File: src/hw/rtl/dibipd_pkg.sv
// ----------------------------------------------------------------------------
// dibipd_pkg: shared types and constants of the icon pixel decoder
// Holds the decode descriptor, result record, palette write record and codes.
// ----------------------------------------------------------------------------
`timescale 1ns / 1ps
`default_nettype none

package dibipd_pkg;

  // sizing
  localparam int MAX_WIDTH     = 256;
  localparam int PALETTE_DEPTH = 256;
  localparam int PAL_AW        = (PALETTE_DEPTH > 1) ? $clog2(PALETTE_DEPTH) : 1;
  localparam int DQ_DEPTH      = 4;
  localparam int DQ_AW         = $clog2(DQ_DEPTH);
  localparam int DQ_CW         = $clog2(DQ_DEPTH + 1);
  localparam int OQ_DEPTH      = 4;
  localparam int OQ_AW         = $clog2(OQ_DEPTH);
  localparam int OQ_CW         = $clog2(OQ_DEPTH + 1);

  // configuration register indexes
  localparam logic [1:0] CFG_PIXEL_MODE   = 2'd0;
  localparam logic [1:0] CFG_IMAGE_WIDTH  = 2'd1;
  localparam logic [1:0] CFG_IMAGE_HEIGHT = 2'd2;

  // pixel modes
  localparam logic [2:0] MODE_1BPP  = 3'd0;
  localparam logic [2:0] MODE_4BPP  = 3'd1;
  localparam logic [2:0] MODE_8BPP  = 3'd2;
  localparam logic [2:0] MODE_24BPP = 3'd3;
  localparam logic [2:0] MODE_32BPP = 3'd4;

  // descriptor operations
  localparam logic [2:0] OP_PAL1 = 3'd0;
  localparam logic [2:0] OP_PAL4 = 3'd1;
  localparam logic [2:0] OP_PAL8 = 3'd2;
  localparam logic [2:0] OP_RGB  = 3'd3;
  localparam logic [2:0] OP_RGBA = 3'd4;
  localparam logic [2:0] OP_MASK = 3'd5;

  // result kinds
  localparam logic [1:0] KIND_COLOR = 2'd0;
  localparam logic [1:0] KIND_RGBA  = 2'd1;
  localparam logic [1:0] KIND_MASK  = 2'd2;

  // one descriptor: a decoded byte of up to eight pixels, or one direct color pixel
  typedef struct packed {
    logic [2:0]  op;
    logic [7:0]  data;
    logic [23:0] color;
    logic [7:0]  col0;
    logic [7:0]  row;
    logic [3:0]  cnt;
  } desc_t;

  // one result transaction
  typedef struct packed {
    logic [1:0]  kind;
    logic [7:0]  column;
    logic [7:0]  row;
    logic [23:0] color;
    logic [7:0]  alpha;
    logic        last;
  } res_t;

  // palette load write
  typedef struct packed {
    logic              we;
    logic [PAL_AW-1:0] addr;
    logic [23:0]       data;
  } pal_wr_t;

endpackage

`default_nettype wire

File: src/hw/rtl/dibipd_desc_q.sv
// ----------------------------------------------------------------------------
// dibipd_desc_q: descriptor queue between front and back end
// Small register queue that lets the front end run ahead of pixel output.
// ----------------------------------------------------------------------------
`timescale 1ns / 1ps
`default_nettype none

module dibipd_desc_q (
  input  wire logic              clk,
  input  wire logic              rst_n,
  input  wire logic              push,
  input  dibipd_pkg::desc_t      push_data,
  output logic                   full,
  input  wire logic              pop,
  output dibipd_pkg::desc_t      head,
  output logic                   head_valid
);

  dibipd_pkg::desc_t              mem_r [dibipd_pkg::DQ_DEPTH];
  logic [dibipd_pkg::DQ_AW-1:0]   wr_ptr_r;
  logic [dibipd_pkg::DQ_AW-1:0]   rd_ptr_r;
  logic [dibipd_pkg::DQ_CW-1:0]   cnt_r;
  logic [dibipd_pkg::DQ_CW-1:0]   cnt_nxt;
  logic                           do_push;
  logic                           do_pop;

  assign full       = (cnt_r == dibipd_pkg::DQ_CW'(dibipd_pkg::DQ_DEPTH));
  assign head_valid = (cnt_r != '0);
  assign head       = mem_r[rd_ptr_r];
  assign do_push    = push && !full;
  assign do_pop     = pop && head_valid;

  always_comb begin
    cnt_nxt = cnt_r;
    if (do_push && !do_pop) begin
      cnt_nxt = cnt_r + 1'b1;
    end else if (do_pop && !do_push) begin
      cnt_nxt = cnt_r - 1'b1;
    end
  end

  // pointers and fill level
  always_ff @(posedge clk) begin
    if (!rst_n) begin
      wr_ptr_r <= '0;
      rd_ptr_r <= '0;
      cnt_r    <= '0;
    end else begin
      if (do_push) begin
        wr_ptr_r <= wr_ptr_r + 1'b1;
      end
      if (do_pop) begin
        rd_ptr_r <= rd_ptr_r + 1'b1;
      end
      cnt_r <= cnt_nxt;
    end
  end

  // storage
  always_ff @(posedge clk) begin
    if (do_push) begin
      mem_r[wr_ptr_r] <= push_data;
    end
  end

endmodule

`default_nettype wire

File: config.mk
export PLATFORM = sky130hd
export DESIGN_NAME = dibipd_desc_q
export DESIGN_NICKNAME = d
export VERILOG_FILES = /design/src/hw/rtl/dibipd_pkg.sv /design/src/hw/rtl/dibipd_desc_q.sv
export SDC_FILE = /design/constraint.sdc
export NUM_CORES = 1
export LEC_CHECK = 0
export BUFFER_PORTS_ARGS = -buffer_cell sky130_fd_sc_hd__buf_2
export CAP_MARGIN = 20
export CORE_MARGIN = 2
export CORE_UTILIZATION = 57
export CTS_BUF_LIST = sky130_fd_sc_hd__clkbuf_4 sky130_fd_sc_hd__clkbuf_8 sky130_fd_sc_hd__clkbuf_16
export CTS_CLUSTER_SIZE = 24
export DETAILED_ROUTE_END_ITERATION = 8
export GPL_TIMING_DRIVEN = 0
export PLACE_DENSITY = 0.77
export SLEW_MARGIN = 20
export SYNTH_ARGS = -nofsm -noshare
export SYNTH_HDL_FRONTEND = slang
export SYNTH_SLANG_ARGS = --single-unit
File: constraint.sdc
create_clock -name clk -period 2.75 [get_ports clk]
set_input_delay 0 -clock clk [delete_from_list [all_inputs] [get_ports clk]]
set_output_delay 0 -clock clk [all_outputs]
set_load 0.02 [all_outputs]
==> qor.yml <==
cts:
  postCtsSetupBuffers: 0
  clk_pin_slew_ps: 60
  clk-insertion-delay-late_ps: 500
  clk_path_buf_depth: 3
  cts_max_level: 1
  clock-sinks: 229
  cts-root-buf: "clkbuf_16"
  cts_buffers: 23
  cts.repair.resized: 0
  cts_tree: "done"
  hold_buffers: 57
setup_path:
  cp-end-kind: "register"
  critPathBufInv: 2
  worstPathArrival_ps: 2730
  critPathTopFamily: "adder cells"
  critical_path_class: "register to register"
  cpPeakStageDelay_ps: 490
  required_ps: 3170
  slowest_stage: "dfxtp_1"
  path_cells: "nor3b_2 -> nor2b_1 -> buf_2 -> ha_1 -> inv_1 -> fa_1 -> xor2_1 -> or3_1 -> a21boi_0"
  start_kind: "register"
  path_max_fanout: 7
layout:
  nets: 600
  fillers: 877
  final_core_util: 0.732
  regArea_sq_mm: 0.00679
  multiInputGateArea_sq_mm: 0.00153
  drive_gt1_frac: 0.413
  diodes: 0
  area_growth_pct: 25.7
  final_area_sq_mm: 0.0106
place:
  globalplace.congestion: 0.689
  hpwl_microns: 8820
  dpl_cell_area_sq_mm: 0.00936
  io_buffers: 114
synth:
  synth-seq-cells: 229
  seq_area_frac_synth: 0.801
  avgSynthCellArea_sq_um: 25.3
  syn_inst: 335
  synthTopCellsByArea: "edfxtp_1 (78%), mux4_2 (15%), dfxtp_1 (2.1%), buf_12 (1.2%), ha_1 (0.74%)"
  synth_common_cells: "edfxtp_1 (220), mux4_2 (55), dfxtp_1 (9)"
  syn_area_sq_mm: 0.00847
  syn_nets: 400
  synth_ff_type: "edfxtp_1"
  yosysWarnings: 0
  synth.distinct_cells: 23
  postSynth.asyncResetShare: 0
  synth_top_area_cell: "edfxtp_1"
  synth_edf_count: 220
  yosysMostFrequentCell: "edfxtp_1"
  synth_top_area_frac: 0.780
sta:
  finalCritPeriodShare: 0.843
  slew_headroom: 0.689
  finalCriticalPeriod_ps: 2320
  setup_viol: 0
  fmax_mhz: 432
  rsz0062_at_grt: "no"
  drv_slew: 0
  tightest_slew_ps: 467
  hold_viol_final: 0
  final.setup_skew_ps: 12.7
grt:
  grt_pass1_vias: 4334
  antenna_found_initial: 0
  grt-ovfl-total: 0
  grtUsageTotal: 0.188
  grt_pass1_wl_microns: 22900
  grt_max_degree: 32
route:
  wl_microns: 14600
  drt-initial-drc-count: 266
  viasPerCell: 5.44
  ant_nets: 0
  first_pass_iters: 4
  drc: 0
  wire_per_inst_microns: 19.9
  vias: 3992
floorplan:
  die_h_microns: 126
  core-area_sq_mm: 0.0145
  io_pins: 116
  start_util: 0.583
  rows: 44
  design.die.area_sq_mm: 0.0159
  die_w_microns: 126
power_and_ir_drop:
  peakVddDrop_mv: 0.744
  p_per_area_mw_per_mm2: 929
  p_leak_nw: 3.69
outcome:
  status: "completed"
worst_hold_path:
  hold_path.class: "input port to register"
job:
  max_cap_viol_count: 0
==> path summary, 6_finish.rpt <==
check	start	to	slack [ps]	cells past startpoint
setup / recovery	cnt_r[0]$_SDFFE_PN0P_	cnt_r[2]$_SDFFE_PN0P_	430	9
hold reg to reg	wr_ptr_r[0]$_SDFFE_PN0P_	wr_ptr_r[0]$_SDFFE_PN0P_	520	2
setup reg to reg	cnt_r[0]$_SDFFE_PN0P_	cnt_r[2]$_SDFFE_PN0P_	430	9
hold / removal	push	wr_ptr_r[1]$_SDFFE_PN0P_	60	4
==> stage by stage <==
stage / setup TNS [ps] / hold slack, ps / cells / setup WS, ps / total power [mW]
after floorplan: 0 / 98.9 / 335 / 156 / 6.27
after global placement: -182080 / 209 / 633 / -831 / 6.98
after detailed placement: 0 / 216 / 637 / 496 / 7.06
after CTS: 0 / 38.7 / 734 / 471 / 10.0
after global routing: 0 / 79.3 / 734 / 281 / 10.3
final: 0 / 63.4 / 734 / 433 / 9.89
==> registers in the layout (all words and copies together) (netlist names), named ones only <==
| name | flops |
|---|---|
| cnt_r | 3 |
| mem_r | 220 |
| rd_ptr_r | 2 |
| wr_ptr_r | 2 |
==> layout by cell type (no fill, tap or decap) <==
master         instances
clkinv_2               3
mux4_2                55
buf_2                120
and2_1                 4
clkbuf_1               1
nor2b_1                2
buf_12                 9
inv_1                  3
dfxtp_1                9
a21boi_0               1
clkbuf_16             23
o31ai_2                1
buf_6                  1
clkbuf_8               2
or3_1                  2
nor3b_2                1
and2_4                 4
xnor2_1                3
o311ai_1               1
ha_1                   5
bufinv_16              1
fa_1                   1
o21ai_0                1
clkbuf_2               1
xor2_1                 1
dlygate4sd3_1         57
clkbuf_4               6
clkinv_1               5
nand2_1                4
mux2i_1                3
edfxtp_1             220
==> layout make-up <==
class / count / area share
inverters: 3 / 0.00106
multi-input cells: 89 / 0.144
clock buffers: 31 / 0.0609
well taps: 184 / 0.0216
clock inverters: 9 / 0.00600
plain buffers: 14 / 0.0141
flip-flops and latches: 229 / 0.638
repair buffers: 175 / 0.115
==> power by group <==
part           leakage (nW)  switching [mW]  total, mW  internal [mW]
logic                  1.24            1.42       2.65           1.23
clock network         0.359            1.16       2.89           1.73
registers              2.09           0.114       4.35           4.24
==> per-layer routing <==
metal  track usage  routed length (microns)  vias to the layer above
met2         0.329                     7770                       97
met5             0                        0                        -
met4        0.0601                      309                        0
met1         0.246                     5870                     2045
li1              -                        -                     1825
met3        0.0306                      662                       25
==> tightest hold or removal path, cell delays in order <==
cell,delay [ps]
buf_2,70
nor2b_1,120
buf_2,210
mux2i_1,100
==> cells by family (layout without fill, tap and decap cells) <==
| logic type | Yosys count | in the layout | synth area share |
|---|---|---|---|
| flops | 229 | 229 | 0.801 |
| mux | 58 | 58 | 0.150 |
| simple gates | 17 | 17 | 0.0121 |
| buf+inv | 17 | 232 | 0.0191 |
| fa+ha+maj | 6 | 6 | 0.00975 |
| compound gates | 4 | 4 | 0.00399 |
| xor+xnor | 4 | 4 | 0.00414 |
Power figures use the tool's default switching activity.
