[src/hw/rtl/dibipd_pkg.sv]
// ----------------------------------------------------------------------------
// dibipd_pkg: shared types and constants of the icon pixel decoder
// Holds the decode descriptor, result record, palette write record and codes.
// ----------------------------------------------------------------------------
`timescale 1ns / 1ps
`default_nettype none

package dibipd_pkg;

  // sizing
  localparam int MAX_WIDTH     = 256;
  localparam int PALETTE_DEPTH = 256;
  localparam int PAL_AW        = (PALETTE_DEPTH > 1) ? $clog2(PALETTE_DEPTH) : 1;
  localparam int DQ_DEPTH      = 4;
  localparam int DQ_AW         = $clog2(DQ_DEPTH);
  localparam int DQ_CW         = $clog2(DQ_DEPTH + 1);
  localparam int OQ_DEPTH      = 4;
  localparam int OQ_AW         = $clog2(OQ_DEPTH);
  localparam int OQ_CW         = $clog2(OQ_DEPTH + 1);

  // configuration register indexes
  localparam logic [1:0] CFG_PIXEL_MODE   = 2'd0;
  localparam logic [1:0] CFG_IMAGE_WIDTH  = 2'd1;
  localparam logic [1:0] CFG_IMAGE_HEIGHT = 2'd2;

  // pixel modes
  localparam logic [2:0] MODE_1BPP  = 3'd0;
  localparam logic [2:0] MODE_4BPP  = 3'd1;
  localparam logic [2:0] MODE_8BPP  = 3'd2;
  localparam logic [2:0] MODE_24BPP = 3'd3;
  localparam logic [2:0] MODE_32BPP = 3'd4;

  // descriptor operations
  localparam logic [2:0] OP_PAL1 = 3'd0;
  localparam logic [2:0] OP_PAL4 = 3'd1;
  localparam logic [2:0] OP_PAL8 = 3'd2;
  localparam logic [2:0] OP_RGB  = 3'd3;
  localparam logic [2:0] OP_RGBA = 3'd4;
  localparam logic [2:0] OP_MASK = 3'd5;

  // result kinds
  localparam logic [1:0] KIND_COLOR = 2'd0;
  localparam logic [1:0] KIND_RGBA  = 2'd1;
  localparam logic [1:0] KIND_MASK  = 2'd2;

  // one descriptor: a decoded byte of up to eight pixels, or one direct color pixel
  typedef struct packed {
    logic [2:0]  op;
    logic [7:0]  data;
    logic [23:0] color;
    logic [7:0]  col0;
    logic [7:0]  row;
    logic [3:0]  cnt;
  } desc_t;

  // one result transaction
  typedef struct packed {
    logic [1:0]  kind;
    logic [7:0]  column;
    logic [7:0]  row;
    logic [23:0] color;
    logic [7:0]  alpha;
    logic        last;
  } res_t;

  // palette load write
  typedef struct packed {
    logic              we;
    logic [PAL_AW-1:0] addr;
    logic [23:0]       data;
  } pal_wr_t;

endpackage

`default_nettype wire

[src/hw/rtl/dibipd_front.sv]
// ----------------------------------------------------------------------------
// dibipd_front: byte classifier of the icon pixel decoder
// Tracks phase, row and byte position, loads the palette and turns each in-width
// packed pixel or mask byte, and each direct color pixel, into one descriptor for the back end.
// ----------------------------------------------------------------------------
`timescale 1ns / 1ps
`default_nettype none

module dibipd_front (
  input  wire logic                  clk,
  input  wire logic                  rst_n,
  input  wire logic                  in_push,
  input  wire logic [7:0]            in_data_byte,
  input  wire logic                  q_full,
  input  wire logic                  cfg_we,
  input  wire logic [1:0]            cfg_index,
  input  wire logic [8:0]            cfg_wdata,
  output dibipd_pkg::desc_t          desc,
  output logic                       desc_push,
  output dibipd_pkg::pal_wr_t        pal_wr
);

  localparam logic [1:0] PH_PALETTE = 2'd0;
  localparam logic [1:0] PH_PIXELS  = 2'd1;
  localparam logic [1:0] PH_MASK    = 2'd2;
  localparam logic [1:0] PH_DONE    = 2'd3;

  logic [2:0]  mode_r, mode_nxt;
  logic [8:0]  width_r, width_nxt;
  logic [8:0]  height_r, height_nxt;
  logic [1:0]  phase_r, phase_nxt;
  logic [10:0] pal_cnt_r, pal_cnt_nxt;
  logic [11:0] rbc_r, rbc_nxt;
  logic [8:0]  row_cnt_r, row_cnt_nxt;
  logic [23:0] asm_r, asm_nxt;
  logic [1:0]  lane_r, lane_nxt;
  logic [7:0]  pcol_r, pcol_nxt;

  logic        accept;
  logic [2:0]  eff_mode;
  logic [15:0] w16;
  logic [8:0]  h_eff;
  logic [15:0] pix_bits;
  logic [15:0] pix_stride;
  logic [15:0] mask_stride;
  logic [15:0] stride;
  logic [15:0] bpw;
  logic [2:0]  bpp;
  logic [10:0] pal_end;
  logic [10:0] pal_cnt_inc;
  logic [8:0]  pal_idx;
  logic [15:0] x0;
  logic [15:0] cap;
  logic [15:0] rem;
  logic [2:0]  op;
  logic [7:0]  row_lo;
  logic [11:0] rbc_inc;
  logic [8:0]  row_inc;
  logic        restart;

  assign accept = in_push && !q_full;

  // effective configuration
  assign eff_mode = (mode_r > dibipd_pkg::MODE_32BPP) ? dibipd_pkg::MODE_32BPP : mode_r;

  always_comb begin
    if (width_r == 9'd0) begin
      w16 = 16'd1;
    end else if (16'(width_r) > 16'(dibipd_pkg::MAX_WIDTH)) begin
      w16 = 16'(dibipd_pkg::MAX_WIDTH);
    end else begin
      w16 = 16'(width_r);
    end
  end

  always_comb begin
    if (height_r == 9'd0) begin
      h_eff = 9'd1;
    end else if (height_r > 9'd256) begin
      h_eff = 9'd256;
    end else begin
      h_eff = height_r;
    end
  end

  // row strides padded to 32 bits
  always_comb begin
    case (eff_mode)
      dibipd_pkg::MODE_1BPP:  pix_bits = w16;
      dibipd_pkg::MODE_4BPP:  pix_bits = w16 << 2;
      dibipd_pkg::MODE_8BPP:  pix_bits = w16 << 3;
      dibipd_pkg::MODE_24BPP: pix_bits = (w16 << 4) + (w16 << 3);
      default:                pix_bits = w16 << 5;
    endcase
  end

  assign pix_stride  = ((pix_bits + 16'd31) >> 5) << 2;
  assign mask_stride = ((w16 + 16'd31) >> 5) << 2;
  assign stride      = (phase_r == PH_MASK) ? mask_stride : pix_stride;

  // direct color geometry
  assign bpp = (eff_mode == dibipd_pkg::MODE_24BPP) ? 3'd3 : 3'd4;
  assign bpw = (eff_mode == dibipd_pkg::MODE_24BPP) ? ((w16 << 1) + w16) : (w16 << 2);

  // palette length in bytes
  always_comb begin
    case (eff_mode)
      dibipd_pkg::MODE_1BPP: pal_end = 11'd8;
      dibipd_pkg::MODE_4BPP: pal_end = 11'd64;
      default:               pal_end = 11'd1024;
    endcase
  end

  assign pal_cnt_inc = pal_cnt_r + 11'd1;
  assign pal_idx     = pal_cnt_r[10:2];
  assign row_lo      = 8'(h_eff - 9'd1 - row_cnt_r);
  assign rbc_inc     = rbc_r + 12'd1;
  assign row_inc     = row_cnt_r + 9'd1;

  // packed pixel geometry: first column and pixels per byte
  always_comb begin
    if (phase_r == PH_MASK) begin
      op  = dibipd_pkg::OP_MASK;
      x0  = 16'(rbc_r) << 3;
      cap = 16'd8;
    end else begin
      case (eff_mode)
        dibipd_pkg::MODE_1BPP: begin
          op  = dibipd_pkg::OP_PAL1;
          x0  = 16'(rbc_r) << 3;
          cap = 16'd8;
        end
        dibipd_pkg::MODE_4BPP: begin
          op  = dibipd_pkg::OP_PAL4;
          x0  = 16'(rbc_r) << 1;
          cap = 16'd2;
        end
        dibipd_pkg::MODE_8BPP: begin
          op  = dibipd_pkg::OP_PAL8;
          x0  = 16'(rbc_r);
          cap = 16'd1;
        end
        dibipd_pkg::MODE_24BPP: begin
          op  = dibipd_pkg::OP_RGB;
          x0  = 16'(rbc_r);
          cap = 16'd1;
        end
        default: begin
          op  = dibipd_pkg::OP_RGBA;
          x0  = 16'(rbc_r);
          cap = 16'd1;
        end
      endcase
    end
  end

  assign rem = w16 - x0;

  // byte sequencing
  always_comb begin
    mode_nxt    = mode_r;
    width_nxt   = width_r;
    height_nxt  = height_r;
    phase_nxt   = phase_r;
    pal_cnt_nxt = pal_cnt_r;
    rbc_nxt     = rbc_r;
    row_cnt_nxt = row_cnt_r;
    asm_nxt     = asm_r;
    lane_nxt    = lane_r;
    pcol_nxt    = pcol_r;
    restart     = 1'b0;
    desc_push   = 1'b0;
    desc        = '0;
    pal_wr      = '0;

    desc.op   = op;
    desc.data = in_data_byte;
    desc.row  = row_lo;

    if (cfg_we) begin
      case (cfg_index)
        dibipd_pkg::CFG_PIXEL_MODE: begin
          mode_nxt = cfg_wdata[2:0];
          restart  = 1'b1;
        end
        dibipd_pkg::CFG_IMAGE_WIDTH: begin
          width_nxt = cfg_wdata;
          restart   = 1'b1;
        end
        dibipd_pkg::CFG_IMAGE_HEIGHT: begin
          height_nxt = cfg_wdata;
          restart    = 1'b1;
        end
        default: ;
      endcase
    end else if (accept) begin
      case (phase_r)
        PH_PALETTE: begin
          // gather blue, green, red; store on the reserved byte
          case (pal_cnt_r[1:0])
            2'd0: asm_nxt = {16'h0000, in_data_byte};
            2'd1: asm_nxt = asm_r | {8'h00, in_data_byte, 8'h00};
            2'd2: asm_nxt = asm_r | {in_data_byte, 16'h0000};
            default: begin
              if (pal_idx < 9'(dibipd_pkg::PALETTE_DEPTH)) begin
                pal_wr.we   = 1'b1;
                pal_wr.addr = pal_idx[dibipd_pkg::PAL_AW-1:0];
                pal_wr.data = asm_r;
              end
            end
          endcase
          if (pal_cnt_inc >= pal_end) begin
            pal_cnt_nxt = 11'd0;
            asm_nxt     = 24'h000000;
            phase_nxt   = PH_PIXELS;
          end else begin
            pal_cnt_nxt = pal_cnt_inc;
          end
        end

        PH_PIXELS, PH_MASK: begin
          if (op == dibipd_pkg::OP_RGB || op == dibipd_pkg::OP_RGBA) begin
            // direct color: assemble bytes into one pixel
            if (16'(rbc_r) < bpw) begin
              case (lane_r)
                2'd0: asm_nxt = {16'h0000, in_data_byte};
                2'd1: asm_nxt = asm_r | {8'h00, in_data_byte, 8'h00};
                2'd2: asm_nxt = asm_r | {in_data_byte, 16'h0000};
                default: ;
              endcase
              if (3'({1'b0, lane_r}) + 3'd1 == bpp) begin
                desc_push  = 1'b1;
                desc.color = asm_nxt;
                desc.col0  = pcol_r;
                desc.cnt   = 4'd1;
                lane_nxt   = 2'd0;
                pcol_nxt   = pcol_r + 8'd1;
              end else begin
                lane_nxt = lane_r + 2'd1;
              end
            end
          end else if (x0 < w16) begin
            // packed pixels or mask bits
            desc_push = 1'b1;
            desc.col0 = x0[7:0];
            desc.cnt  = (rem > cap) ? cap[3:0] : rem[3:0];
          end

          // row and phase advance
          if (16'(rbc_inc) >= stride) begin
            rbc_nxt  = 12'd0;
            lane_nxt = 2'd0;
            asm_nxt  = 24'h000000;
            pcol_nxt = 8'd0;
            if (row_inc >= h_eff) begin
              row_cnt_nxt = 9'd0;
              if (phase_r == PH_PIXELS && eff_mode != dibipd_pkg::MODE_32BPP) begin
                phase_nxt = PH_MASK;
              end else begin
                phase_nxt = PH_DONE;
              end
            end else begin
              row_cnt_nxt = row_inc;
            end
          end else begin
            rbc_nxt = rbc_inc;
          end
        end

        default: ;
      endcase
    end

    // a write to the mode, width or height register starts decoding over
    if (restart) begin
      phase_nxt   = (mode_nxt <= dibipd_pkg::MODE_8BPP) ? PH_PALETTE : PH_PIXELS;
      pal_cnt_nxt = 11'd0;
      rbc_nxt     = 12'd0;
      row_cnt_nxt = 9'd0;
      asm_nxt     = 24'h000000;
      lane_nxt    = 2'd0;
      pcol_nxt    = 8'd0;
    end
  end

  // state registers
  always_ff @(posedge clk) begin
    if (!rst_n) begin
      mode_r    <= dibipd_pkg::MODE_1BPP;
      width_r   <= 9'd32;
      height_r  <= 9'd32;
      phase_r   <= PH_PALETTE;
      pal_cnt_r <= 11'd0;
      rbc_r     <= 12'd0;
      row_cnt_r <= 9'd0;
      asm_r     <= 24'h000000;
      lane_r    <= 2'd0;
      pcol_r    <= 8'd0;
    end else begin
      mode_r    <= mode_nxt;
      width_r   <= width_nxt;
      height_r  <= height_nxt;
      phase_r   <= phase_nxt;
      pal_cnt_r <= pal_cnt_nxt;
      rbc_r     <= rbc_nxt;
      row_cnt_r <= row_cnt_nxt;
      asm_r     <= asm_nxt;
      lane_r    <= lane_nxt;
      pcol_r    <= pcol_nxt;
    end
  end

endmodule

`default_nettype wire

[config.mk]
export PLATFORM = sky130hd
export DESIGN_NAME = dibipd_front
export DESIGN_NICKNAME = d
export VERILOG_FILES = /design/src/hw/rtl/dibipd_pkg.sv /design/src/hw/rtl/dibipd_front.sv
export SDC_FILE = /design/constraint.sdc
export NUM_CORES = 1
export LEC_CHECK = 0
export ABC_CLOCK_PERIOD_IN_PS = 6080
export BUFFER_PORTS_ARGS = -buffer_cell sky130_fd_sc_hd__buf_2
export CAP_MARGIN = 20
export CELL_PAD_IN_SITES_DETAIL_PLACEMENT = 1
export CELL_PAD_IN_SITES_GLOBAL_PLACEMENT = 2
export CORE_MARGIN = 4
export CORE_UTILIZATION = 35
export CTS_BUF_LIST = sky130_fd_sc_hd__clkbuf_8
export DETAILED_ROUTE_END_ITERATION = 7
export MAX_ROUTING_LAYER = met4
export PLACE_DENSITY = 0.9
export RECOVER_POWER = 50
export SYNTH_ARGS = -nofsm -noshare
export SYNTH_HDL_FRONTEND = slang
export SYNTH_SLANG_ARGS = --single-unit
[constraint.sdc]
create_clock -name clk -period 6.08 [get_ports clk]
set_input_delay 0.608 -clock clk [delete_from_list [all_inputs] [get_ports clk]]
set_output_delay 0.608 -clock clk [all_outputs]
set_load 0.005 [all_outputs]
==> impl_metrics.yaml, run 1 <==
floorplan:
  die_area_mm2: 0.0260
  ios: 113
  core_mm2: 0.0228
  die_x_um: 161
  rows: 55
  fp.dieH_um: 161
  initial_utilization: 0.360
finish:
  n_fill_cell: 2920
  layout-drive-gt1-share: 0.144
  fin_nets: 1245
  seqCellArea_mm2: 0.00178
  fin_cells: 1460
  multi_input_area_mm2: 0.00592
  fin_util: 0.402
  num_antenna_cells: 0
  syn_to_final_growth_pct: 11.8
clock_tree:
  holdBufCountCts: 0
  root_buffer: "clkbuf_8"
  clkSinkCount: 89
  cts_tree: "built"
  h-tree-depth: 3
  cts_buffer_depth: 2
  clkSlewWorstSetupHoldPaths_ns: 0.12
  numCtsBuffers: 9
  clk_latency_ns: 0.40
global_route:
  grt_max_degree: 34
  grt_pass1_vias: 8068
  antenna_found_initial: 0
  grt_overflow: 0
  grt_pass1_wl_um: 42700
  gr-usage-all-layers: 0.205
  use_met3: 0.0278
  top_usage_layer: "met2"
  grt_util_met2: 0.343
  use_met1: 0.266
setup_path:
  critPathLaunchType: "flip-flop"
  worst_path_max_delay_cell: "dfxtp_1"
  crit_type: "reg2out"
  cp.required_ns: 5.47
  critPathMaxStageDelay_ns: 0.73
  setup.worst_path.end_class: "output port"
  cp_max_fo: 16
  cp.arrival_ns: 5.13
  cp_cell_sequence: "nor2_1 > buf_4 > nor2_1 > and2_1 > ha_1 > fa_1 > inv_1 > ha_1 > nor2b_1 > o31a_1 > o22a_1 > a211o_1 > or2_2 > a2111oi_0 > buf_2"
timing:
  rsz0062_at_grt: "no"
  fin_ws_ns: 0.343
  fin_skew_ns: 0.0279
  tightestPinTransition_ns: 1.49
  fin_crit_ns: 5.74
  slew-limit-headroom: -0.0000901
  finalSetupTns_ns: 0
  hold_viol_final: 0
  drv_slew: 1
  period_share: 0.944
  setup_viol: 0
  max_freq_ghz: 0.174
power_and_ir_drop:
  switchingPower_mw: 0.483
  sequentialPowerShare: 0.442
  p_comb_frac: 0.251
  power.density_mw_per_mm2: 148
  p_int_mw: 0.876
  p_leak_nw: 3.76
  p_sw_frac: 0.355
  p_clk_frac: 0.308
  total_power_mw: 1.36
  ir_drop_mv: 0.0862
logic_synthesis:
  syn-cell-area_mm2: 0.00822
  synth_most_common_cell: "nor2_1"
  synth_seq_cells: 89
  synth_cells: 1067
  synth_top_area_frac: 0.217
  avgSynthCellArea_um2: 7.70
  ys_dominant_reg_cell: "dfxtp_1"
  async_reset_ff_frac: 0
  ys_seq_area_frac: 0.217
  synth_edf_count: 0
  synth_area_leaders: "dfxtp_1 (22%), ha_1 (12%), nor2_1 (5.1%)"
  syn_nets: 1170
  synth_common_cells: "nor2_1 (111), dfxtp_1 (89), ha_1 (76), nand2_1 (72), a21oi_1 (62)"
  synth_top_cell_by_area: "dfxtp_1"
  ys_types: 80
  yosys_warnings: 0
route:
  drc: 0
  wl_um: 26500
  firstDrtPassIters: 5
  drtIter0Drc: 467
  vias_per_cell: 5.53
  via_count: 8076
  ant_nets: 0
  avgRoutedWirePerCell_um: 18.1
placed_design:
  dp.cells: 1443
  port_buffers: 112
  dp_hpwl_um: 20700
  routabilityCongestion: 0.912
  place_ws_ns: 0.434
run_status:
  status: "finished, violations left"
  violations: "capacitance limit, slew limit"
min_path:
  min_path_type: "in2reg"
run:
  cap_violations: 1
-- logic make-up after synthesis --
logic type | synth area share
AOI/OAI and AO/OA | 0.248
xor gates and xnor gates | 0.0565
adders and majority gates | 0.123
buffers and inverters | 0.0650
DFF | 0.217
muxes | 0.0368
and+or+nand+nor | 0.254
-- state kept, by name (all words and copies together), names as in the netlist --
name       count
pal_cnt_r     11
phase_r        2
lane_r         2
row_cnt_r      9
mode_r         3
width_r        9
rbc_r         12
asm_r         24
pcol_r         8
height_r       9
-- area by class of cell --
| type | count | share of cell area |
|---|---|---|
| multi-input cells | 848 | 0.644 |
| inverters | 63 | 0.0257 |
| clock inverters | 7 | 0.00667 |
| well taps | 313 | 0.0426 |
| flip-flops and latches | 89 | 0.194 |
| clock buffers | 9 | 0.0135 |
| repair buffers | 131 | 0.0738 |
-- path summary, 6_finish.rpt --
kind / startpoint / endpoint / slack [ns] / cells past startpoint
max: mode_r[2]$_SDFF_PN0_ / desc[2] / 0.34 / 15
min: cfg_wdata[5] / width_r[5]$_SDFFE_PN1P_ / 0.43 / 3
max reg2reg: width_r[4]$_SDFFE_PN0P_ / asm_r[6]$_SDFFE_PP0P_ / 0.51 / 19
min reg2reg: row_cnt_r[8]$_SDFFE_PP0P_ / row_cnt_r[8]$_SDFFE_PP0P_ / 0.49 / 2
-- per-stage QoR --
stage / hold slack, ns / cell area [µm²]
after CTS: 0.419 / 9200
after floorplan: 0.435 / 8220
after detailed placement: 0.471 / 9010
after global routing: 0.453 / 9190
after global placement: 0.447 / 9010
final: 0.434 / 9190
-- critical path, delay by kind of cell (launching register included) --
kind                       cells  cell delay [ns]
adders and majority gates      3             0.99
buffers and inverters          3             0.54
AOI/OAI and AO/OA              4             1.24
DFF                            1             0.73
and+or+nand+nor                5             1.22
-- what timing repair did --
| action | in CTS | in global routing |
|---|---|---|
| resized for setup | 0 | 7 |
| buffers inserted | 0 | 1 |
| setup endpoints to repair | 0 | 58 |
-- power groups by stage --
stage | Sequential [mW] | Clock, mW | Combinational, mW
floorplan | 0.608 | 0 | 0.238
global placement | 0.613 | 0 | 0.332
detailed placement | 0.614 | 0 | 0.338
CTS | 0.600 | 0.434 | 0.340
global route | 0.602 | 0.454 | 0.377
finish | 0.600 | 0.418 | 0.341
-- placed cells by master, fill, tap and decap left out, types with 10 or more instances in the layout --
master	n
a22oi_1	29
and3_1	11
o21a_1	10
and2_1	19
mux2i_1	28
ha_1	76
xnor2_1	29
o21ai_0	60
dfxtp_1	88
a21oi_1	62
nand2b_1	13
buf_4	17
nand3_1	27
and2_0	20
nand2_1	72
buf_2	84
inv_1	61
a211oi_1	14
nor3_1	25
nor2b_1	40
a211oi_2	17
nand3b_1	12
nor2_1	110
clkbuf_1	28
xor2_1	24
-- layer usage --
metal	wire, µm	vias to the layer above
met5	0	-
met4	370	0
met3	1160	28
met2	12700	185
met1	12200	3921
li1	-	3942
Power figures use the tool's default switching activity.
==> run 2: changes to the inputs <==
- ABC_AREA: default -> 1
- CORE_UTILIZATION: 35 -> 32
- PLACE_DENSITY: 0.9 -> 0.89
==> run 2 against run 1 <==
The run still ends with capacitance limit, slew limit left. First-iteration DRC count is 27% lower. Sequential power is 1% higher. Non-clock buffer count is 6 lower. Design area is 3.9% higher. Die area is 14% higher. Worst hold slack better by 0.038 ns. Clock skew is 0.010 ns lower. Routed wire length is 14% higher. Via count is 15% higher. Synthesized area is 4.6% higher. Total power is 9.6% higher.
==> impl_metrics.yaml, run 2 <==
route:
  drc: 0
  firstDrtPassIters: 5
  wl_um: 30100
  drtIter0Drc: 339
  avgRoutedWirePerCell_um: 16.5
  ant_nets: 0
  vias_per_cell: 5.07
  via_count: 9256
timing:
  finalSetupTns_ns: 0
  rsz0062_at_grt: "no"
  max_freq_ghz: 0.180
  fin_ws_ns: 0.518
  tightestPinTransition_ns: 1.57
  period_share: 0.915
  hold_viol_final: 0
  fin_crit_ns: 5.56
  drv_slew: 34
  slew-limit-headroom: -0.0470
  setup_viol: 0
  fin_skew_ns: 0.0178
global_route:
  top_usage_layer: "met2"
  grt_pass1_vias: 9535
  antenna_found_initial: 0
  grt_overflow: 0
  grt_max_degree: 34
  gr-usage-all-layers: 0.209
  grt_pass1_wl_um: 49000
  grt_util_met2: 0.349
  use_met3: 0.0231
  use_met1: 0.275
clock_tree:
  post_cts_resized: 0
  cts_tree: "built"
  root_buffer: "clkbuf_8"
  clk_latency_ns: 0.40
  h-tree-depth: 3
  clkSlewWorstSetupHoldPaths_ns: 0.10
  clkSinkCount: 89
  cts_buffer_depth: 2
  numCtsBuffers: 9
  holdBufCountCts: 0
logic_synthesis:
  ys_dominant_reg_cell: "dfxtp_1"
  synth_edf_count: 0
  ys_types: 53
  synth_cells: 1389
  synth_common_cells: "nand2_1 (272), nor2_1 (221), inv_1 (200), a21oi_1 (113), dfxtp_1 (89)"
  synth_top_cell_by_area: "dfxtp_1"
  yosys_warnings: 0
  avgSynthCellArea_um2: 6.19
  synth_seq_cells: 89
  syn-cell-area_mm2: 0.00860
  synth_most_common_cell: "nand2_1"
  ys_seq_area_frac: 0.207
  synth_top_area_frac: 0.207
  synth_area_leaders: "dfxtp_1 (21%), nand2_1 (12%), ha_1 (11%)"
  async_reset_ff_frac: 0
  syn_nets: 1492
power_and_ir_drop:
  total_power_mw: 1.49
  power.density_mw_per_mm2: 156
  p_clk_frac: 0.311
  p_leak_nw: 4.39
  sequentialPowerShare: 0.408
  p_int_mw: 0.927
  p_comb_frac: 0.281
  switchingPower_mw: 0.563
  ir_drop_mv: 0.0949
  p_sw_frac: 0.378
setup_path:
  critPathLaunchType: "flip-flop"
  setup.worst_path.end_class: "output port"
  crit_top_cell: "nand2_1"
  cp.required_ns: 5.47
  critical_path_depth: 21
  cpLargestDelayFamily: "adder cells"
  cp_cell_sequence: "inv_1 > ha_1 > clkinv_1 > a32oi_1 > ha_1 > a21oi_1 > o21ai_0 > xor2_1 > ha_1 > a21boi_0 > o21ai_0 > nand2_1 > nor3_1 > nand4_1 > nor2_1 > nand2_1 > inv_2 > nand2_1 > nand3_1 > nand2_1 > buf_2"
  cp.arrival_ns: 4.95
  reg2reg_depth: 27
  r2r_start: "width_r[8]$_SDFFE_PN0P_"
  timing.rr.end: "row_cnt_r[8]$_SDFFE_PP0P_"
  crit_buf_inv: 4
  cp_max_fo: 11
  reg2reg_slack_ns: 0.77
  critPathMaxStageDelay_ns: 0.58
  worst_path_max_delay_cell: "ha_1"
  crit_type: "reg2out"
floorplan:
  core_mm2: 0.0263
  fp.dieH_um: 172
  ios: 113
  initial_utilization: 0.327
  die_x_um: 172
  die_area_mm2: 0.0296
  rows: 59
placed_design:
  place_ws_ns: 0.719
  dp_hpwl_um: 24300
  routabilityCongestion: 0.879
  port_buffers: 112
  place_area_mm2: 0.00943
finish:
  syn_to_final_growth_pct: 11.0
  fin_util: 0.363
  multi_input_area_mm2: 0.00575
  num_antenna_cells: 0
  layout-drive-gt1-share: 0.0972
  seqCellArea_mm2: 0.00178
  post-route-cell-area_mm2: 0.00955
  fin_nets: 1590
  final_common_cell: "nand2_1"
  n_fill_cell: 3552
  mostFrequentLayoutCells: "nand2_1 (275), nor2_1 (222), inv_1 (201), a21oi_1 (113), dfxtp_1 (89)"
  regMostFlops: "asm_r"
  reg_top3: "asm_r: 24 flops, rbc_r: 12 flops, pal_cnt_r: 11 flops"
  largest_reg_flops: 24
min_path:
  min_path_type: "in2reg"
  min_to: "width_r[3]$_SDFFE_PN0P_"
  min_from: "cfg_wdata[3]"
  hold_depth: 3
run_status:
  status: "finished, violations left"
  violations: "capacitance limit, slew limit"
run:
  cap_violations: 1
[run 2: logic make-up after synthesis]
| family | Yosys count | share of synthesized area |
|---|---|---|
| xor+xnor | 37 | 0.0377 |
| flops | 89 | 0.207 |
| buf+inv | 253 | 0.120 |
| simple gates | 676 | 0.352 |
| compound gates | 255 | 0.166 |
| fa+ha+maj | 79 | 0.118 |
[run 2: tightest hold or removal path, cell delays in order]
cell,delay (ns)
buf_2,0.10
nor2_1,0.04
nor2_1,0.08
[run 2: stage by stage]
stage | std cells | hold WS [ns]
after global placement | 1808 | 0.453
after floorplan | 1389 | 0.444
after global routing | 1827 | 0.473
after CTS | 1824 | 0.458
final | 1827 | 0.472
after detailed placement | 1808 | 0.460
[run 2: layout make-up]
cell class / instances / share of cell area
clock buffer: 9 / 0.0130
clock inverter: 7 / 0.00813
inverter: 215 / 0.0845
multi-input combinational: 1047 / 0.602
sequential: 89 / 0.187
tap: 335 / 0.0439
timing repair buffer: 125 / 0.0616
[run 2: worst max path at each step]
stage / from / end / slack, ns
2_1_floorplan: width_r[5]$_SDFFE_PN1P_ / asm_r[1]$_SDFFE_PP0P_ / 1.87
3_3_place_gp: width_r[8]$_SDFFE_PN0P_ / asm_r[5]$_SDFFE_PP0P_ / 0.85
3_5_place_dp: width_r[8]$_SDFFE_PN0P_ / asm_r[3]$_SDFFE_PP0P_ / 0.72
4_1_cts: phase_r[0]$_SDFFE_PN0P_ / desc[0] / 0.54
5_1_grt: width_r[5]$_SDFFE_PN1P_ / row_cnt_r[8]$_SDFFE_PP0P_ / 0.06
6_report: phase_r[0]$_SDFFE_PN0P_ / desc[0] / 0.52
[run 2: power groups by stage]
stage,registers (mW),clock network [mW],logic (mW)
final,0.608,0.463,0.419
after global routing,0.610,0.499,0.477
after CTS,0.608,0.476,0.422
after detailed placement,0.621,0,0.419
after global placement,0.621,0,0.410
after floorplan,0.617,0,0.304
[run 2: metal layers]
layer | up-vias | routed length [µm]
li1 | 4684 | -
met2 | 146 | 14200
met4 | 0 | 404
met3 | 28 | 1000
met1 | 4398 | 14400
met5 | - | 0
[run 2: repair_timing]
action,CTS,global route
endpoints found under the setup margin,0,4
endpoints found under the hold margin,0,0
buffers inserted,0,3
==> run 3: changes to the inputs <==
- CELL_PAD_IN_SITES_DETAIL_PLACEMENT: 1 -> 0
- CELL_PAD_IN_SITES_GLOBAL_PLACEMENT: 2 -> 1
- CORE_UTILIZATION: 32 -> 42
- PLACE_DENSITY: 0.89 -> 0.9
==> run 3 against run 2 <==
The flow now finishes without violations. Design area fell by 1.3%. Die area fell by 23%. Clock-buffer cell count did not move. Sequential share of layout area rose by 0.25 points. Fmax rose by 2.7%. Register-to-register slack got worse by 0.11 ns. Worst setup slack improved by 0.15 ns. Combinational power fell by 4%. Flip-flop and latch count did not move. Largest cell class unchanged.
==> impl_metrics.yaml, run 3 (synthesized netlist as in run 2, its figures left out) <==
clock_tree:
  root_buffer: "clkbuf_8"
  holdBufCountCts: 0
  numCtsBuffers: 9
  clkSlewWorstSetupHoldPaths_ns: 0.11
  post_cts_buffers: 0
  clkSinkCount: 89
  post_cts_resized: 0
  h-tree-depth: 3
  cts_buffer_depth: 2
  cts_tree: "built"
  clk_latency_ns: 0.40
run:
  cap_violations: 0
floorplan:
  initial_utilization: 0.426
  ios: 113
  die_area_mm2: 0.0228
  die_x_um: 151
  core_mm2: 0.0202
  fp.dieH_um: 151
  rows: 52
setup_path:
  setup.worst_path.end_class: "flip-flop"
  cp_max_fo: 15
  critPathMaxStageDelay_ns: 0.45
  timing.rr.end: "asm_r[11]$_SDFFE_PP0P_"
  worst_path_max_delay_cell: "dfxtp_1"
  critPathLaunch: "width_r[8]$_SDFFE_PN0P_"
  r2r_start: "width_r[8]$_SDFFE_PN0P_"
  crit_top_cell: "nand2_1"
  critPathLaunchType: "flip-flop"
  cpLargestDelayFamily: "simple AND/OR/NAND/NOR gates"
  cp.arrival_ns: 5.76
  crit_type: "reg2reg"
  reg2reg_depth: 35
  crit_buf_inv: 5
  reg2reg_slack_ns: 0.66
  cp.required_ns: 6.43
global_route:
  antenna_found_initial: 0
  grt_pass1_wl_um: 42000
  grt_pass1_vias: 8477
  gr-usage-all-layers: 0.232
  grt_max_degree: 30
  grt_overflow: 0
power_and_ir_drop:
  p_leak_nw: 4.36
  ir_drop_mv: 0.0937
  power.density_mw_per_mm2: 152
route:
  avgRoutedWirePerCell_um: 14.6
  ant_nets: 0
  drtIter0Drc: 710
  via_count: 9150
  wl_um: 25700
  firstDrtPassIters: 5
  vias_per_cell: 5.21
  drc: 0
timing:
  hold_viol_final: 0
  fin_skew_ns: 0.0286
  drv_slew: 0
  hold_ws_ns: 0.463
  finalSetupTns_ns: 0
  period_share: 0.891
  slew-limit-headroom: 0.229
  fin_crit_ns: 5.42
  max_freq_ghz: 0.185
  tightestPinTransition_ns: 1.16
  rsz0062_at_grt: "no"
  setup_viol: 0
finish:
  fin_nets: 1584
  largest_reg_flops: 24
  num_antenna_cells: 0
  layout-drive-gt1-share: 0.0962
  mostFrequentLayoutCells: "nand2_1 (275), nor2_1 (222), inv_1 (201), a21oi_1 (113), dfxtp_1 (89)"
  n_fill_cell: 2229
  final_common_cell: "nand2_1"
  reg_top3: "asm_r: 24 flops, rbc_r: 12 flops, pal_cnt_r: 11 flops"
  regMostFlops: "asm_r"
  syn_to_final_growth_pct: 9.54
min_path:
  min_to: "width_r[7]$_SDFFE_PN0P_"
  hold_depth: 3
  min_path_type: "in2reg"
  min_from: "cfg_wdata[7]"
run_status:
  status: "complete, no violations"
placed_design:
  dp_hpwl_um: 20100
  routabilityCongestion: 0.952
  port_buffers: 112
[run 3: metal layers]
| metal | routed length [µm] | share of wire | vias to the layer above | global-route usage |
|---|---|---|---|---|
| met5 | 0 | 0 | - | - |
| met4 | 477 | 0.019 | 0 | 0.0635 |
| li1 | - | - | 4672 | - |
| met3 | 1310 | 0.051 | 41 | 0.0263 |
| met1 | 12000 | 0.47 | 4182 | 0.310 |
| met2 | 11900 | 0.46 | 255 | 0.373 |
[run 3: worst register-to-register path, delay by kind of cell (launching register included)]
kind / cells / cell delay (ns)
fa+ha+maj: 3 / 0.95
flops: 1 / 0.45
simple gates: 21 / 2.24
buf+inv: 5 / 0.71
compound gates: 6 / 1.03
[run 3: stage by stage]
stage	cells	power [mW]	utilization	setup WS (ns)	area, µm²
global placement	1740	1.02	0.462	0.849	9330
global route	1756	1.52	0.467	0.145	9420
floorplan	1389	0.920	-	1.87	8600
CTS	1756	1.44	0.472	0.761	9520
finish	1756	1.43	0.467	0.665	9420
detailed placement	1740	1.02	0.462	0.798	9330
[run 3: power by group]
| part | total, mW | internal, mW | switching, mW | leakage (nW) |
|---|---|---|---|---|
| Combinational | 0.401 | 0.129 | 0.272 | 3.55 |
| Clock | 0.422 | 0.160 | 0.263 | 0.0926 |
| Sequential | 0.607 | 0.597 | 0.0106 | 0.721 |
| Total | 1.43 | 0.886 | 0.545 | 4.36 |
[run 3: area by class of cell]
class,count,area (µm²),area share
clock buffers,9,124,0.0131
inverters,215,807,0.0857
flip-flops and latches,89,1780,0.189
well taps,270,338,0.0359
clock inverters,7,71.3,0.00757
multi-input cells,1047,5750,0.610
repair buffers,119,551,0.0584
[run 3: worst max-delay path by stage]
stage	depth (start not counted)	to
floorplan	38	asm_r[1]$_SDFFE_PP0P_
global placement	35	asm_r[3]$_SDFFE_PP0P_
detailed placement	35	asm_r[14]$_SDFFE_PP0P_
CTS	35	asm_r[14]$_SDFFE_PP0P_
global route	33	asm_r[13]$_SDFFE_PP0P_
finish	35	asm_r[11]$_SDFFE_PP0P_
